==> config.mk <==
export PLATFORM = sky130hd
export DESIGN_NAME = serial_packet_receiver_crc8_top
export DESIGN_NICKNAME = d
export VERILOG_FILES = /design/src/rtl/spr_crc8_pkg.sv /design/src/rtl/serial_packet_receiver_crc8_top.sv
export SDC_FILE = /design/constraint.sdc
export NUM_CORES = 1
export LEC_CHECK = 0
export ABC_AREA = 1
export BUFFER_PORTS_ARGS = -buffer_cell sky130_fd_sc_hd__clkbuf_2
export CAP_MARGIN = 20
export CORE_MARGIN = 2
export CORE_UTILIZATION = 45
export CTS_CLUSTER_DIAMETER = 50
export DETAILED_ROUTE_END_ITERATION = 16
export HOLD_SLACK_MARGIN = 0.02
export PLACE_DENSITY = 0.64
export SLEW_MARGIN = 20
export SYNTH_ARGS = -nofsm -noshare
export SYNTH_HDL_FRONTEND = slang
export SYNTH_SLANG_ARGS = --single-unit
==> constraint.sdc <==
create_clock -name clock -period 3.6 [get_ports clock]
set_input_delay 0.18 -clock clock [delete_from_list [all_inputs] [get_ports clock]]
set_output_delay 0.18 -clock clock [all_outputs]
set_load 0.05 [all_outputs]
==> src/rtl/spr_crc8_pkg.sv <==
// Package for the clocked serial packet receiver: phase and status codes,
// result type, register indexes and the reflected CRC-8 (0x8C) step.
// No dependencies.
package spr_crc8_pkg;

   localparam int MAX_BYTES = 32;

   typedef enum logic [1:0] {
      PH_IDLE   = 2'd0,
      PH_ACCEPT = 2'd1,
      PH_RISE   = 2'd2,
      PH_FALL   = 2'd3
   } phase_type;

   typedef enum logic [2:0] {
      ST_OK             = 3'd0,
      ST_ACCEPT_TIMEOUT = 3'd1,
      ST_BYTE_TIMEOUT   = 3'd2,
      ST_TOO_SHORT      = 3'd3,
      ST_CRC_MISMATCH   = 3'd4,
      ST_TOO_LONG       = 3'd5
   } status_type;

   // register index, taken from paddr[2]
   localparam logic CSR_ACCEPT_TIMEOUT = 1'b0;
   localparam logic CSR_BIT_TIMEOUT    = 1'b1;

   localparam logic [15:0] ACCEPT_TIMEOUT_RESET = 16'd5000;
   localparam logic [15:0] BIT_TIMEOUT_RESET    = 16'd200;

   typedef struct packed {
      logic       drive_data;
      logic       byte_valid;
      logic [7:0] byte_value;
      logic       packet_done;
      status_type status;
      logic [4:0] payload_length;
   } rsp_type;

   // contribution of each bit of (crc ^ byte) to the next crc value
   localparam logic [7:0] CRC_BITS [8] = '{
      8'h5e, 8'hbc, 8'h61, 8'hc2, 8'h9d, 8'h23, 8'h46, 8'h8c
   };

   function automatic logic [7:0] crc8_step(input logic [7:0] crc, input logic [7:0] b);
      logic [7:0] x;
      logic [7:0] r;
      x = crc ^ b;
      r = '0;
      for (int i = 0; i < 8; i++) begin
         if (x[i]) r = r ^ CRC_BITS[i];
      end
      return r;
   endfunction

endpackage

==> src/rtl/serial_packet_receiver_crc8_top.sv <==
// Top level of the clocked serial packet receiver with CRC-8 check.
// Depends on spr_crc8_pkg.
//
//   channel  | ports                                   | direction
//   ---------+-----------------------------------------+----------
//   request  | req_valid, req_stall, req_clock_level,   | in
//            | req_data_level                           |
//   response | rsp_valid, rsp_stall, rsp_drive_data ... | out
//   csr      | csr_psel/penable/pwrite/paddr/pwdata,    | in/out
//            | csr_prdata, csr_pready                   |
//
// One request (one line sample) per cycle while req_stall is low; its response
// is registered (in the skid entry while the output is held). The receive state
// advances in the accepting cycle, so back-to-back requests run at full rate.
// A two-entry output (register plus skid) lets one more request in while the
// response side stalls; req_stall is high only when the skid entry is full.
// Synchronous reset returns to idle and loads the timeout defaults.
module serial_packet_receiver_crc8_top
   import spr_crc8_pkg::*;
(
   input  logic        clock,
   input  logic        reset,
   input  logic        req_valid,
   output logic        req_stall,
   input  logic        req_clock_level,
   input  logic        req_data_level,
   output logic        rsp_valid,
   input  logic        rsp_stall,
   output logic        rsp_drive_data,
   output logic        rsp_byte_valid,
   output logic [7:0]  rsp_byte_value,
   output logic        rsp_packet_done,
   output logic [2:0]  rsp_status,
   output logic [4:0]  rsp_payload_length,
   input  logic        csr_psel,
   input  logic        csr_penable,
   input  logic        csr_pwrite,
   input  logic [2:0]  csr_paddr,
   input  logic [31:0] csr_pwdata,
   output logic [31:0] csr_prdata,
   output logic        csr_pready
);

   logic [15:0] accept_timeout_ff;
   logic [15:0] bit_timeout_ff;

   phase_type   phase_ff, phase_in;
   logic [15:0] tick_count_ff, tick_count_in;
   logic [2:0]  bit_index_ff, bit_index_in;
   logic [7:0]  shift_byte_ff, shift_byte_in;
   logic [5:0]  byte_total_ff, byte_total_in;
   logic [7:0]  crc_all_ff, crc_all_in;
   logic [7:0]  crc_before_last_ff, crc_before_last_in;

   rsp_type     result;
   rsp_type     out_ff;
   rsp_type     skid_ff;
   logic        out_valid_ff;
   logic        skid_valid_ff;

   logic        req_accept;
   logic        rsp_take;
   logic        csr_write;
   logic [16:0] tick_next;
   logic [5:0]  byte_total_inc;
   logic [5:0]  payload_count;

   // ---------------- configuration ----------------
   assign csr_pready = 1'b1;
   assign csr_write  = csr_psel && csr_penable && csr_pwrite;

   always_ff @(posedge clock) begin
      if (reset) begin
         accept_timeout_ff <= ACCEPT_TIMEOUT_RESET;
         bit_timeout_ff    <= BIT_TIMEOUT_RESET;
      end else if (csr_write) begin
         if (csr_paddr[2] == CSR_ACCEPT_TIMEOUT) accept_timeout_ff <= csr_pwdata[15:0];
         if (csr_paddr[2] == CSR_BIT_TIMEOUT)    bit_timeout_ff    <= csr_pwdata[15:0];
      end
   end

   always_comb begin
      if (csr_paddr[2] == CSR_BIT_TIMEOUT) csr_prdata = {16'd0, bit_timeout_ff};
      else                                 csr_prdata = {16'd0, accept_timeout_ff};
   end

   // ---------------- handshake ----------------
   assign req_stall  = skid_valid_ff;
   assign req_accept = req_valid && !req_stall;
   assign rsp_valid  = out_valid_ff;
   assign rsp_take   = out_valid_ff && !rsp_stall;

   // ---------------- receive step ----------------
   always_comb begin
      phase_in           = phase_ff;
      tick_count_in      = tick_count_ff;
      bit_index_in       = bit_index_ff;
      shift_byte_in      = shift_byte_ff;
      byte_total_in      = byte_total_ff;
      crc_all_in         = crc_all_ff;
      crc_before_last_in = crc_before_last_ff;
      result             = '0;
      tick_next          = {1'b0, tick_count_ff} + 17'd1;
      byte_total_inc     = byte_total_ff + 6'd1;
      payload_count      = byte_total_ff - 6'd1;

      case (phase_ff)
         PH_IDLE: begin
            if (req_clock_level) begin
               phase_in           = PH_ACCEPT;
               tick_count_in      = '0;
               bit_index_in       = '0;
               shift_byte_in      = '0;
               byte_total_in      = '0;
               crc_all_in         = '0;
               crc_before_last_in = '0;
            end
         end
         PH_ACCEPT: begin
            if (!req_clock_level) begin
               phase_in      = PH_RISE;
               tick_count_in = '0;
            end else if (tick_next >= {1'b0, accept_timeout_ff}) begin
               phase_in           = PH_IDLE;
               result.packet_done = 1'b1;
               result.status      = ST_ACCEPT_TIMEOUT;
            end else begin
               tick_count_in = tick_next[15:0];
            end
         end
         PH_RISE: begin
            if (req_clock_level) begin
               if (bit_index_ff == 3'd0) shift_byte_in = {7'd0, req_data_level};
               else shift_byte_in = shift_byte_ff | ({7'd0, req_data_level} << bit_index_ff);
               phase_in      = PH_FALL;
               tick_count_in = '0;
            end else if (tick_next >= {1'b0, bit_timeout_ff}) begin
               phase_in           = PH_IDLE;
               result.packet_done = 1'b1;
               // timeout at a byte boundary closes the packet
               if (bit_index_ff != 3'd0)          result.status = ST_BYTE_TIMEOUT;
               else if (byte_total_ff < 6'd2)     result.status = ST_TOO_SHORT;
               else if (shift_byte_ff != crc_before_last_ff) result.status = ST_CRC_MISMATCH;
               else begin
                  result.status = ST_OK;
                  result.payload_length = (payload_count > 6'd31) ? 5'd31
                                                                  : payload_count[4:0];
               end
            end else begin
               tick_count_in = tick_next[15:0];
            end
         end
         PH_FALL: begin
            if (!req_clock_level) begin
               tick_count_in = '0;
               phase_in      = PH_RISE;
               if (bit_index_ff == 3'd7) begin
                  bit_index_in       = '0;
                  result.byte_valid  = 1'b1;
                  result.byte_value  = shift_byte_ff;
                  crc_before_last_in = crc_all_ff;
                  crc_all_in         = crc8_step(crc_all_ff, shift_byte_ff);
                  byte_total_in      = byte_total_inc;
                  if (byte_total_inc >= 6'(MAX_BYTES)) begin
                     phase_in           = PH_IDLE;
                     result.packet_done = 1'b1;
                     result.status      = ST_TOO_LONG;
                  end
               end else begin
                  bit_index_in = bit_index_ff + 3'd1;
               end
            end else if (tick_next >= {1'b0, bit_timeout_ff}) begin
               phase_in           = PH_IDLE;
               result.packet_done = 1'b1;
               result.status      = ST_BYTE_TIMEOUT;
            end else begin
               tick_count_in = tick_next[15:0];
            end
         end
         default: begin
            phase_in = PH_IDLE;
         end
      endcase

      result.drive_data = (phase_in == PH_ACCEPT);
   end

   always_ff @(posedge clock) begin
      if (reset) begin
         phase_ff           <= PH_IDLE;
         tick_count_ff      <= '0;
         bit_index_ff       <= '0;
         shift_byte_ff      <= '0;
         byte_total_ff      <= '0;
         crc_all_ff         <= '0;
         crc_before_last_ff <= '0;
      end else if (req_accept) begin
         phase_ff           <= phase_in;
         tick_count_ff      <= tick_count_in;
         bit_index_ff       <= bit_index_in;
         shift_byte_ff      <= shift_byte_in;
         byte_total_ff      <= byte_total_in;
         crc_all_ff         <= crc_all_in;
         crc_before_last_ff <= crc_before_last_in;
      end
   end

   // ---------------- output register and skid ----------------
   always_ff @(posedge clock) begin
      if (reset) begin
         out_valid_ff  <= 1'b0;
         skid_valid_ff <= 1'b0;
      end else begin
         if (skid_valid_ff) begin
            if (rsp_take) begin
               out_valid_ff  <= 1'b1;
               skid_valid_ff <= 1'b0;
            end
         end else if (req_accept) begin
            if (out_valid_ff && !rsp_take) skid_valid_ff <= 1'b1;
            else                           out_valid_ff  <= 1'b1;
         end else if (rsp_take) begin
            out_valid_ff <= 1'b0;
         end
      end
   end

   always_ff @(posedge clock) begin
      if (skid_valid_ff) begin
         if (rsp_take) out_ff <= skid_ff;
      end else if (req_accept) begin
         if (out_valid_ff && !rsp_take) skid_ff <= result;
         else                           out_ff  <= result;
      end
   end

   assign rsp_drive_data     = out_ff.drive_data;
   assign rsp_byte_valid     = out_ff.byte_valid;
   assign rsp_byte_value     = out_ff.byte_value;
   assign rsp_packet_done    = out_ff.packet_done;
   assign rsp_status         = out_ff.status;
   assign rsp_payload_length = out_ff.payload_length;

   // ---------------- assertions ----------------
   a_skid_implies_out: assert property (@(posedge clock) disable iff (reset)
      skid_valid_ff |-> out_valid_ff)
      else $error("skid entry held without an output entry");

   a_start_enters_accept: assert property (@(posedge clock) disable iff (reset)
      (req_accept && phase_ff == PH_IDLE && req_clock_level) |=> phase_ff == PH_ACCEPT)
      else $error("start not followed by accept phase");

   a_status_needs_done: assert property (@(posedge clock) disable iff (reset)
      out_valid_ff |-> (out_ff.status == ST_OK || out_ff.packet_done))
      else $error("nonzero status without packet end");

   a_drive_excludes_byte: assert property (@(posedge clock) disable iff (reset)
      out_valid_ff |-> !(out_ff.drive_data && out_ff.byte_valid))
      else $error("byte completed during accept drive");

endmodule
==> flow_results.org <==
** Yosys
- Fraction of post-synthesis cell area in the top cell type by area :: around a quarter
- Ranked by instance count, the synthesized netlist is headed by nand2_1, inv_1, nor2_1, dfxtp_1, a21oi_1.
- During synthesis, Yosys emitted a total of 0 warnings.
- The most common cell in the synthesized netlist is nand2_1.
- In this run, synthesis inferred 38 flip-flops with an integrated enable.
- Top cells by area, synth :: dfxtp_1, edfxtp_1, nand2_1, ha_1, inv_1
- Number of synthesized register bits :: between 100 and 150
- Summing every instance area after synthesis gives 7120 um^2.
- The synthesized design spends more area on one cell type than any other, namely dfxtp_1.
- Cells after Synth :: slightly below 1000
- After synthesis, the netlist uses 42 different library cells.
- Ys flop type :: dfxtp_1
- A synthesized cell averages between 7 and 8 um^2.
- Async set or reset register ratio after synthesis :: 0%
- Sequential element share of the synthesized area :: between 30% and 40%

** Hold path
- Instance count along the most critical hold path :: 3
- Hold Crit Endpoint :: accept_timeout_ff[0]$_SDFFE_PP0P_
- The min-delay analysis places its worst path in the category in -> reg.
- The startpoint identified for the worst hold timing path is csr_pwdata[0].

** STA
- RSZ-0062 raised after global routing :: false
- Setup total negative slack on the finished layout was measured at 0 ns.
- On the final layout, the worst hold slack is around 0.035 ns.
- Worst Tran Pin Value :: a little under 0.8 ns
- Endpoints failing hold :: 0
- Peak Freq :: between 300 and 400 MHz
- The number of max-slew violations in the final report was 0.
- Setup slack closes at 0.342 ns.
- Final Skew :: approximately 0.0064 ns
- After layout, the worst path uses about nine tenths of the clock period.
- The worst path needs 3.26 ns of the cycle, external delays included.
- The worst pin sits at a relative slew slack of a little under half.
- Setup-failing EPs final :: 0

** Detailed routing
- After detailed routing, the number of remaining DRC violations is 0.
- Dividing the detail-routed via count by the number of cells gives about 5.
- The detail route stage leaves a number of antenna-violating nets equal to 0.
- First-pass detailed-route iteration total :: 6
- Dividing the detail-routed wire length by the instance count gives 12.8 um.
- After the first detailed-routing iteration, the DRC count stood at 440.
- Detailed routing inserted a total of approximately 6200 vias.
- Summed over all layers, the routed wires come to 16200 um.

** Finish
- For this run, the post-layout net count is approximately 1100.
- With fillers left out, the area of the finished cells amounts to slightly above 8000 um^2.
- Registers take 2840 um^2.
- Fraction of final layout cells with drive strength greater than 1 :: about 12%
- Measured on the finished design, the core utilization comes to between 50% and 60%.
- The area growth from synthesis to layout is 15.5%.
- Antenna diode instance count :: 0
- Final instance count without filler cells :: approximately 1300
- Fill count :: about 1500
- Multi-input gate area :: around 3600 um^2

** Clocking
- CTS placed an instance of clkbuf_16 at the clock tree root.
- Counting every sink on the clock net gives approximately 120.
- Clock tree from TritonCTS :: yes
- Clk_lat worst skew :: roughly 0.42 ns
- In this run the number of H-tree levels came out at 4.
- Reg clk slew, reported paths :: around 0.060 ns
- The clock passes through at most 2 buffers.
- Total CTS buffers :: 17

** Floorplan
- In this run the core area contains 45 standard-cell rows.
- In this run the count of I/O pins placed on the die edge is 98.
- Measured along the x axis, the die boundary spans 130 um.
- The floorplan step defined a die boundary enclosing 16800 um^2.
- For this configuration, the core starts out at a cell density of ~46%.
- Die Y-Extent :: 130 um
- Area inside the core boundary :: around 15000 um^2

** Worst setup path
- The largest individual stage delay along the critical path comes from the cell dfxtp_2.
- The setup path with the least slack is of type reg -> reg.
- Biggest cell delay along the critical path :: between 0.3 and 0.4 ns
- Number of logic stages on the critical path including buffering :: 20
- CP endpoint kind :: flip-flop
- Data on the critical path arrives at its endpoint at 3.43 ns.
- The worst setup path is launched from a flip-flop.
- CP Data Required Time :: 3.77 ns
- Buffers and inverters on the worst path :: 0
- Worst reg-to-reg path cell count :: 20
- Critical register-to-register path startpoint :: tick_count_ff[2]$_SDFFE_PP0P_
- Worst-case register-to-register setup slack :: between 0.3 and 0.4 ns
- The kind of cell with the highest combined delay along the critical path is simple AND/OR/NAND/NOR gates.
- The signal on the critical path passes through nand3_1, nor2_2, nand4_1, nor2_2, nand2_1, nor2_1, xor2_1, ha_1, nand2_1, nor2_1, nand2_1, nor2_1, nor2_1, nand3_2, nor2_8, nand3_1, a21oi_1, nor2_1, nand3_1, nand2_1.
- Maximum net fanout on the critical path :: 7
- The endpoint identified for the worst register-to-register timing path is rsp_drive_data$_DFFE_PP_.
- In this design, the critical path's most frequently occurring cell is nor2_1.

** Global routing
- GR Overflow Total :: 0
- Wire length of the first global-routing pass :: ~27000 um
- Global Route Usage Sum :: 20.1%
- Vias in the first global route :: between 5000 and 6000
- The initial antenna violation count came to 0.
- Entering global routing, the biggest net connects 43 pins.

** Placement
- Once detailed placement completed, the half-perimeter wirelength came to 11700 um.
- Routability-driven placement congestion ratio :: between 0.8 and 0.9
- IO Port Bufs :: 62
- Before CTS, the worst setup slack after placement is around 0.30 ns.
- In this run the cell area measured after placement is between 7000 and 8000 um^2.
- Counting tap cells, the placed design contains a total of 1221 instances.

** Power
- Static leakage :: around 3.9 nW
- Power density normalized to cell area :: 463 nW/um^2
- Overall power of the completed layout :: 3.81 mW
- Maximum VDD drop :: 0.000344 V

** Flow run
- Max-cap violations in this run came to 0.

** Status
- Outcome :: finished clean
state kept, by name (all words and copies together) (netlist names):
name	cells
byte_total_ff	6
shift_byte_ff	8
crc_all_ff	8
bit_timeout_ff	16
phase_ff	2
rsp_byte_value	8
rsp_payload_length	5
rsp_valid	1
skid_ff	19
req_stall	1
rsp_drive_data	1
bit_index_ff	3
rsp_status	3
rsp_byte_valid	1
accept_timeout_ff	16
rsp_packet_done	1
tick_count_ff	16
crc_before_last_ff	8
worst max-delay path by stage:
stage,from,endpoint,slack [ns]
floorplan,tick_count_ff[0]$_SDFFE_PP0P_,rsp_drive_data$_DFFE_PP_,0.58
global placement,tick_count_ff[0]$_SDFFE_PP0P_,rsp_drive_data$_DFFE_PP_,0.35
detailed placement,tick_count_ff[0]$_SDFFE_PP0P_,rsp_drive_data$_DFFE_PP_,0.30
CTS,tick_count_ff[0]$_SDFFE_PP0P_,rsp_drive_data$_DFFE_PP_,0.27
global route,tick_count_ff[0]$_SDFFE_PP0P_,rsp_drive_data$_DFFE_PP_,0.03
finish,tick_count_ff[2]$_SDFFE_PP0P_,rsp_drive_data$_DFFE_PP_,0.34
placed cells by master (no fill, tap or decap), types with 3 or more instances in the layout:
cell and n:
nand2_2 4, a32oi_1 7, nand3_1 40, clkbuf_16 18, dfxtp_1 84, a31oi_1 3, clkbuf_1 3, o21ai_0 69
inv_1 125, xnor2_1 14, nor2_1 101, conb_1 17, nor3_1 10, edfxtp_1 38, nand2_1 241, nor2_2 6
buf_4 9, nand4_1 5, clkinvlp_4 5, ha_1 38, inv_2 4, xor2_1 26, nor3b_1 3, dlygate4sd3_1 6
a21oi_1 76, clkbuf_2 62
power breakdown:
part / internal, mW / switching, mW
clock network: 1.00 / 0.636
registers: 1.49 / 0.0377
logic: 0.180 / 0.465
final cells by class:
class | count | share of cell area (%)
Multi-Input combinational cell | 687 | 43.9
Sequential cell | 123 | 34.6
Inverter | 129 | 5.89
Clock buffer | 22 | 5.78
Timing Repair Buffer | 78 | 5.57
Tap cell | 211 | 3.21
Clock inverter | 10 | 1.10
tightest hold or removal path: cells and delay by family:
kind          cells  cell delay [ns]
buf+inv           1             0.10
simple gates      2             0.13
cell families (layout without fill, tap and decap cells):
| group | after synthesis | after routing | synth area share, % |
|---|---|---|---|
| xor gates and xnor gates | 40 | 40 | 4.92 |
| buffers and inverters | 175 | 239 | 10.4 |
| adders and majority gates | 38 | 38 | 6.68 |
| and+or+nand+nor | 426 | 426 | 25.6 |
| DFF | 123 | 123 | 39.9 |
| other | 2 | 17 | 0.106 |
| AOI/OAI and AO/OA | 166 | 166 | 12.4 |
timing repair:
| item | CTS | global route |
|---|---|---|
| setup buffers | 0 | 1 |
| endpoints found under the hold margin | 8 | 0 |
| gates resized for setup | 0 | 2 |
| hold buffers | 6 | 0 |
| setup endpoints to repair | 0 | 6 |
per-layer routing:
layer	wire length, um	vias to the layer above	GRT usage [%]
li1	-	3217	-
met1	8280	2767	29.8
met2	6840	166	29.7
met3	907	14	4.35
met4	138	0	5.25
met5	0	-	0
Power figures use the tool's default switching activity.
